===== src/rtl/core/unique_key_priority_queue_assert.svh =====
// Assertion macros for the priority queue block.
// Used by unique_key_priority_queue.sv; expects clk_i and rst_ni in scope.
`ifndef UNIQUE_KEY_PRIORITY_QUEUE_ASSERT_SVH
`define UNIQUE_KEY_PRIORITY_QUEUE_ASSERT_SVH

// Check that holds in the same cycle as the trigger
`define UKPQ_ASSERT_NOW(lbl, ante, cons, msg) \
  lbl: assert property (@(posedge clk_i) disable iff (!rst_ni) (ante) |-> (cons)) \
    else $error(msg);

// Check that holds in the cycle after the trigger
`define UKPQ_ASSERT_NEXT(lbl, ante, cons, msg) \
  lbl: assert property (@(posedge clk_i) disable iff (!rst_ni) (ante) |=> (cons)) \
    else $error(msg);

`endif


===== src/rtl/core/ukpq_pkg.sv =====
// Shared types and constants of the unique-key priority queue.
// No dependencies; used by the cell and the top level.
package ukpq_pkg;

  localparam int TAG_W     = 32;
  localparam int PRIO_W    = 32;
  localparam int POS_W     = 5;
  localparam int OUT_CNT_W = 5;

  // Request codes
  typedef enum logic [1:0] {
    REQ_INSERT = 2'd0,
    REQ_REMOVE = 2'd1,
    REQ_RENAME = 2'd2,
    REQ_NONE   = 2'd3
  } req_type_e;

  // Result status codes
  typedef enum logic [2:0] {
    STAT_OK    = 3'd0,
    STAT_DUP   = 3'd1,
    STAT_EMPTY = 3'd2,
    STAT_FULL  = 3'd3,
    STAT_NOPOS = 3'd4
  } status_e;

  // Per-cell update selection
  typedef enum logic [2:0] {
    CELL_HOLD,
    CELL_LOAD_NEW,
    CELL_SHIFT_R,
    CELL_SHIFT_L,
    CELL_RENAME
  } cell_op_e;

  typedef enum logic [1:0] {
    ST_IDLE,
    ST_APPLY,
    ST_REPORT
  } fsm_state_e;

  typedef struct packed {
    logic [1:0]               req_type;
    logic [TAG_W-1:0]         name_tag;
    logic signed [PRIO_W-1:0] prio;
    logic [POS_W-1:0]         position;
  } in_item_t;

  typedef struct packed {
    logic [2:0]               status;
    logic [TAG_W-1:0]         removed_tag;
    logic signed [PRIO_W-1:0] removed_prio;
    logic [OUT_CNT_W-1:0]     entry_count;
    logic                     head_valid;
    logic [TAG_W-1:0]         head_tag;
    logic signed [PRIO_W-1:0] head_prio;
    logic [OUT_CNT_W-1:0]     top_ties;
  } out_item_t;

  // Compare results a cell registers when an item is accepted
  typedef struct packed {
    logic match;  // occupied and tag equals request tag
    logic ge;     // occupied and priority >= request priority
  } cell_flags_t;

endpackage


===== src/rtl/core/ukpq_cell.sv =====
// One storage cell of the sorted entry chain: tag, priority, compare flags.
// Depends on ukpq_pkg.
module ukpq_cell (
  input  logic                                 clk_i,
  input  logic                                 rst_ni,
  input  logic                                 cmp_en_i,
  input  logic                                 occ_i,
  input  logic [ukpq_pkg::TAG_W-1:0]           cmp_tag_i,
  input  logic signed [ukpq_pkg::PRIO_W-1:0]   cmp_prio_i,
  input  logic signed [ukpq_pkg::PRIO_W-1:0]   head_prio_i,
  input  ukpq_pkg::cell_op_e                   op_i,
  input  logic [ukpq_pkg::TAG_W-1:0]           new_tag_i,
  input  logic signed [ukpq_pkg::PRIO_W-1:0]   new_prio_i,
  input  logic [ukpq_pkg::TAG_W-1:0]           left_tag_i,
  input  logic signed [ukpq_pkg::PRIO_W-1:0]   left_prio_i,
  input  logic [ukpq_pkg::TAG_W-1:0]           right_tag_i,
  input  logic signed [ukpq_pkg::PRIO_W-1:0]   right_prio_i,
  output logic [ukpq_pkg::TAG_W-1:0]           tag_o,
  output logic signed [ukpq_pkg::PRIO_W-1:0]   prio_o,
  output ukpq_pkg::cell_flags_t                flags_o,
  output logic                                 eq_o
);

  logic [ukpq_pkg::TAG_W-1:0]         tag_q, tag_d;
  logic signed [ukpq_pkg::PRIO_W-1:0] prio_q, prio_d;
  ukpq_pkg::cell_flags_t              flags_q, flags_d;

  // Entry update from request or neighbor
  always_comb begin
    tag_d  = tag_q;
    prio_d = prio_q;
    unique case (op_i)
      ukpq_pkg::CELL_HOLD: begin
      end
      ukpq_pkg::CELL_LOAD_NEW: begin
        tag_d  = new_tag_i;
        prio_d = new_prio_i;
      end
      ukpq_pkg::CELL_SHIFT_R: begin
        tag_d  = left_tag_i;
        prio_d = left_prio_i;
      end
      ukpq_pkg::CELL_SHIFT_L: begin
        tag_d  = right_tag_i;
        prio_d = right_prio_i;
      end
      ukpq_pkg::CELL_RENAME: begin
        tag_d = new_tag_i;
      end
      default: begin
      end
    endcase
  end

  // Compare against the incoming item
  always_comb begin
    flags_d = flags_q;
    if (cmp_en_i) begin
      flags_d.match = occ_i && (tag_q == cmp_tag_i);
      flags_d.ge    = occ_i && (prio_q >= cmp_prio_i);
    end
  end

  // Entry storage, no reset needed
  always_ff @(posedge clk_i) begin
    tag_q  <= tag_d;
    prio_q <= prio_d;
  end

  always_ff @(posedge clk_i or negedge rst_ni) begin
    if (!rst_ni) begin
      flags_q <= '0;
    end else begin
      flags_q <= flags_d;
    end
  end

  assign tag_o   = tag_q;
  assign prio_o  = prio_q;
  assign flags_o = flags_q;
  assign eq_o    = occ_i && (prio_q == head_prio_i);

endmodule


===== config.mk =====
export PLATFORM = sky130hd
export DESIGN_NAME = ukpq_cell
export DESIGN_NICKNAME = d
export VERILOG_FILES = /design/src/rtl/core/unique_key_priority_queue_assert.svh /design/src/rtl/core/ukpq_pkg.sv /design/src/rtl/core/ukpq_cell.sv
export SDC_FILE = /design/constraint.sdc
export NUM_CORES = 1
export LEC_CHECK = 0
export ABC_AREA = 1
export CORE_MARGIN = 10
export CORE_UTILIZATION = 29
export DETAILED_ROUTE_END_ITERATION = 8
export DONT_BUFFER_PORTS = 1
export GPL_ROUTABILITY_DRIVEN = 0
export PLACE_DENSITY_LB_ADDON = 0.12
export SLEW_MARGIN = 10
export SYNTH_ARGS = -nofsm -noshare
export SYNTH_HDL_FRONTEND = slang
export SYNTH_SLANG_ARGS = --single-unit

===== constraint.sdc =====
create_clock -name clk_i -period 1.5 [get_ports clk_i]
set_input_delay 0.225 -clock clk_i [delete_from_list [all_inputs] [get_ports clk_i]]
set_output_delay 0.225 -clock clk_i [all_outputs]
set_load 0.01 [all_outputs]

==> flow_summary_export.csv, run 1 <==
group,metric,value,unit
critical_path,cpMaxStageDelayCell,"edfxtp_1",
synthesis,avgSynthCellArea,8.32,µm²
routing,firstDrtPassIters,5,
critical_path,r2r.worst_path.cells,13,
cells_and_area,multi_input_area,3320,µm²
clock_network,clock_path_buffers,2,
timing,final_max_slew_viol_count,0,
synthesis,yosysSeqAreaShare,0.350,
global_routing,antenna_found_initial,2,
critical_path,path_max_fanout,3,
placement,placed_cells,995,
placement,dp_hpwl,20.6,mm
job,maxCapViolations,0,
die,initial_utilization,0.298,
cells_and_area,seqCellArea,1970,µm²
timing,skew,0.00626,ns
critical_path,endpoint_kind,"output port",
power,peakVddDrop,0.000581,V
clock_network,h-tree-depth,3,
critical_path,critPathArrivalTime,1.79,ns
critical_path,required,1.27,ns
synthesis,yosysUniqueCellTypes,38,
cells_and_area,drive_above_1_share,0.280,
routing,routedWlPerCell,23.9,µm
global_routing,grt_start_max_net_pins,74,
critical_path,reg2reg_slack,-0.22,ns
timing,grt_setup_unrepaired,"yes",
die,fp.coreArea,18900,µm²
placement,io_buffers,0,
critical_path,cp-endpoint,"eq_o",
global_routing,grt.overflow.total,0,
critical_path,critPathKind,"register to output port",
routing,routed_wirelength,24.4,mm
global_routing,grt_first_pass_wirelength,35.4,mm
power,leakagePower,0.00319,µW
timing,worstMarginPinSlew,0.475,ns
worst_hold_path,hold-path-cell-count,3,
status,status,"finished with violations",
timing,fmax,0.496,GHz
status,violations,"setup timing",
power,fin_total_pwr,6470,µW
critical_path,path_cells,"buf_6 -> a22o_1 -> nor4_2 -> nand4_1 -> nor2_2",
worst_hold_path,worstHoldPathType,"input port to register",
synthesis,synth_top_area_share,0.342,
clock_network,path_clk_slew,0.06,ns
power,cellPowerDensity,920,nW/µm²
critical_path,crit_start,"prio_o[2]$_DFFE_PP_",
synthesis,yosysWarningCount,0,
die,io_pins,362,
critical_path,start_kind,"register",
synthesis,syn_inst,676,
die,die_h,159,µm
worst_hold_path,min_from,"cmp_en_i",
clock_network,cts_root_buf,"clkbuf_16",
routing,viasPerCell,5.26,
die,dieArea,25400,µm²
routing,drc_errors,0,
timing,fin_crit,2.01,ns
cells_and_area,fin_cells,1020,
critical_path,r2r_start,"prio_o[7]$_DFFE_PP_",
timing,relSlewSlack,0.683,
global_routing,grt_pass1_vias,5712,
timing,setup_viol,2,
clock_network,cts_num_sinks,66,
clock_network,cts_made_buffers,9,
synthesis,synthTopCellsByArea,"edfxtp_1 34%, nand3_1 12%, nand2_1 7.1%",
timing,setup_slack,-0.515,ns
clock_network,clk_latency,0.34,ns
timing,hold_viol,0,
critical_path,reg2reg_to,"flags_o[0]$_DFFE_PN0P_",
cells_and_area,area_delta_synth_final,25.1,%
timing,post-route-period-util,1.34,
critical_path,cpPeakStageDelay,0.43,ns
synthesis,synth_top_cell_by_area,"edfxtp_1",
synthesis,synthesis.nets,1003,
synthesis,syn-cell-area,5630,µm²
routing,drt_iter0_markers,296,
routing,vias,5367,
die,rows,50,
cells_and_area,final_nets,1080,
die,die_w,159,µm
routing,antenna_left,0,
synthesis,synth_seq_cells,66,
clock_network,tritoncts,"built",
global_routing,grt_use_total,0.183,
cells_and_area,fillers,1969,
## metal layers
layer  up-vias  GRT usage  share of wire
met2       322      0.317           0.50
met4         0     0.0750          0.025
met1      2493      0.191           0.37
met3        34     0.0759           0.10
li1       2518          -              -
met5         -          0              0
## layout make-up
class                           count  area share
Timing Repair Buffer              102       0.117
Sequential cell                    66       0.280
Antenna cell                        2    0.000711
Inverter                           81      0.0443
Clock inverter                      6     0.00818
Multi-Input combinational cell    493       0.471
Tap cell                          260      0.0462
Clock buffer                       10      0.0325
## where the power goes
group          switching (µW)  leakage (µW)  total [µW]  internal (µW)
sequential                176      0.000641        2480           2300
clock                     813      0.000144        2090           1280
combinational            1050       0.00241        1900            854
## through the flow
step	hold WS [ns]	util	setup TNS, ns	cell area, µm²	setup WS, ns
3_3_place_gp	-0.0703	0.346	-0.375	6540	-0.194
5_1_grt	0.0480	0.372	-0.906	7030	-0.518
6_report	0.0528	0.372	-0.731	7040	-0.515
4_1_cts	0.0361	0.364	-0.764	6880	-0.533
3_5_place_dp	-0.0703	0.346	-0.386	6540	-0.199
2_1_floorplan	-0.0706	-	-0.118	5660	-0.118
## how the worst min path moves through the flow
stage / to / slack, ns
detailed placement: flags_o[0]$_DFFE_PN0P_ / -0.07
finish: flags_o[0]$_DFFE_PN0P_ / 0.05
global placement: flags_o[0]$_DFFE_PN0P_ / -0.07
CTS: flags_o[0]$_DFFE_PN0P_ / 0.04
floorplan: flags_o[0]$_DFFE_PN0P_ / -0.07
global route: tag_o[5]$_DFFE_PP_ / 0.05
## worst max-delay path: cells and delay by family (launching register included)
kind            cells  cell delay [ns]
simple gates        3             0.64
flops               1             0.43
compound gates      1             0.21
buf+inv             1             0.17
## cell usage in the layout, fill, tap and decap left out, drive strengths merged, types with 4 or more instances in the layout
master  count
a211oi      4
a21oi      16
a221oi      5
a22o        4
buf       101
clkbuf     10
clkinv      5
edfxtp     64
ha         32
inv        81
nand2     137
nand3     167
nand4      39
nor2       24
nor3        4
nor4        4
o21ai       7
o22ai      12
or2         8
xnor2       9
xor2       15
## logic make-up (layout without fill, tap and decap cells)
family / count (synthesis) / after routing / synth area share
xor+xnor: 24 / 24 / 0.0374
other cells: 0 / 2 / 0
fa+ha+maj: 32 / 32 / 0.0712
flops: 66 / 66 / 0.350
simple gates: 384 / 384 / 0.388
buf+inv: 117 / 199 / 0.0907
compound gates: 53 / 53 / 0.0620
## synth_stat cells, drive strengths merged
library cell / number
buf: 14
o21ai: 7
nor4b: 1
a221oi: 5
inv: 81
nand3: 167
edfxtp: 64
o21a: 2
or2: 8
o2111ai: 1
clkbuf: 22
xor2: 15
o22ai: 12
a22o: 4
nand2: 137
a211oi: 4
nor3: 4
ha: 32
nor2: 24
nand4: 39
xnor2: 9
a21o: 2
nor4: 4
dfrtp: 2
a21oi: 16
## sequential cells by signal, indices dropped and copies added, names as in the netlist
register	count
flags_o	2
prio_o	32
tag_o	32
## what timing repair did
item / in CTS / in global routing
gates cloned: 0 / 0
hold endpoints to repair: 2 / 0
gates resized for setup: 7 / 19
hold buffers: 1 / 0
pin swaps: 7 / 18
endpoints found under the setup margin: 2 / 3
setup buffers: 2 / 4
Note: power is estimated with default switching activity, not from simulation.
==> run 2: changes to the inputs <==
Settings changed: SKIP_CTS_REPAIR_TIMING set to 1.
==> flow_summary_export.csv, run 2 (synthesis results as in run 1) <==
group,metric,value,unit
status,status,"finished with violations",
status,violations,"setup timing",
job,maxCapViolations,0,
die,rows,50,
global_routing,antenna_found_initial,2,
die,die_h,159,µm
placement,dp_hpwl,20.6,mm
global_routing,grt_first_pass_wirelength,35.3,mm
clock_network,path_clk_slew,0.06,ns
placement,io_buffers,0,
cells_and_area,area_delta_synth_final,24.3,%
clock_network,clk_latency,0.34,ns
cells_and_area,multi_input_area,3300,µm²
timing,post-route-period-util,1.37,
cells_and_area,final_cell_mix,"134 x nand3_1, 103 x nand2_1, 94 x buf_4",
routing,routedWlPerCell,24.1,µm
routing,routed_wirelength,24.5,mm
critical_path,critPathArrivalTime,1.84,ns
critical_path,critPathKind,"register to output port",
timing,hold_viol,0,
timing,grt_setup_unrepaired,"yes",
worst_hold_path,min_from,"cmp_en_i",
timing,final_max_slew_viol_count,0,
cells_and_area,layout_commonest_cell,"nand3_1",
die,io_pins,362,
clock_network,clock_path_buffers,2,
cells_and_area,seqCellArea,1970,µm²
timing,fmax,0.485,GHz
timing,setup_slack,-0.562,ns
clock_network,tritoncts,"built",
critical_path,endpoint_kind,"output port",
power,peakVddDrop,0.000580,V
critical_path,r2r_start,"prio_o[7]$_DFFE_PP_",
power,cellPowerDensity,923,nW/µm²
routing,firstDrtPassIters,5,
power,fin_total_pwr,6460,µW
global_routing,grt_pass1_vias,5708,
timing,relSlewSlack,0.685,
routing,vias,5366,
timing,setup_viol,2,
placement,place_ws,-0.199,ns
cells_and_area,fin_cells,1018,
critical_path,required,1.27,ns
critical_path,start_kind,"register",
cells_and_area,final_nets,1078,
die,initial_utilization,0.298,
die,die_w,159,µm
clock_network,cts_root_buf,"clkbuf_16",
critical_path,crit_start,"prio_o[2]$_DFFE_PP_",
timing,skew,0.00611,ns
clock_network,cts_num_sinks,66,
global_routing,grt.overflow.total,0,
worst_hold_path,worstHoldPathType,"input port to register",
critical_path,path_max_fanout,3,
routing,viasPerCell,5.27,
cells_and_area,drive_above_1_share,0.275,
placement,placed_cells,995,
timing,fin_crit,2.06,ns
power,leakagePower,0.00318,µW
global_routing,grt_use_total,0.182,
cells_and_area,fillers,1981,
routing,drt_iter0_markers,321,
cells_and_area,post-route-util,0.370,
routing,drc_errors,0,
global_routing,grt_start_max_net_pins,74,
clock_network,cts_made_buffers,9,
die,fp.coreArea,18900,µm²
clock_network,h-tree-depth,3,
routing,antenna_left,0,
timing,worstMarginPinSlew,0.472,ns
die,dieArea,25400,µm²
[run 2: changes by cell type in the layout (fill, tap and decap cells not counted), sizes merged]
cell	change
buf	-2
[run 2: metrics by stage]
stage	hold WS [ns]	area (µm²)	TNS [ns]
final	0.0529	7000	-0.778
after global routing	0.0480	6990	-0.934
after CTS	-0.440	6820	-0.789
after detailed placement	-0.0703	6540	-0.386
after global placement	-0.0703	6540	-0.375
after floorplan	-0.0706	5660	-0.118
[run 2: worst paths after layout]
| kind | end | slack, ns | cells after the start |
|---|---|---|---|
| hold reg to reg | flags_o[0]$_DFFE_PN0P_ | 0.60 | 2 |
| min in group asynchronous | flags_o[0]$_DFFE_PN0P_ | 0.14 | 1 |
| setup / recovery | eq_o | -0.56 | 5 |
| max in group asynchronous | flags_o[1]$_DFFE_PN0P_ | 1.21 | 1 |
| setup reg to reg | flags_o[0]$_DFFE_PN0P_ | -0.22 | 13 |
| hold / removal | flags_o[0]$_DFFE_PN0P_ | 0.05 | 3 |
[run 2: area by class of cell]
class                   instances  area share
clock inverters                 6     0.00823
clock buffers                  10      0.0327
diodes                          2    0.000715
multi-input cells             493       0.471
inverters                      81      0.0445
repair buffers                100       0.114
flip-flops and latches         66       0.282
well taps                     260      0.0465
[run 2: layer usage]
metal | vias up | GRT usage | share of wire
met5 | - | 0 | 0
met4 | 0 | 0.0712 | 0.023
met3 | 30 | 0.0777 | 0.10
met2 | 326 | 0.317 | 0.51
met1 | 2495 | 0.190 | 0.37
li1 | 2515 | - | -
[run 2: critical path, cell delays in order, from the launching register on]
cell and delay [ns]:
edfxtp_1 0.42, buf_6 0.17, a22o_1 0.21, nor4_2 0.29, nand4_1 0.19, nor2_2 0.21
[run 2: report_power, final]
group	switching, µW	leakage (µW)	total [µW]	internal, µW
clock network	812	0.000144	2090	1280
logic	1050	0.00240	1890	839
registers	175	0.000641	2480	2300
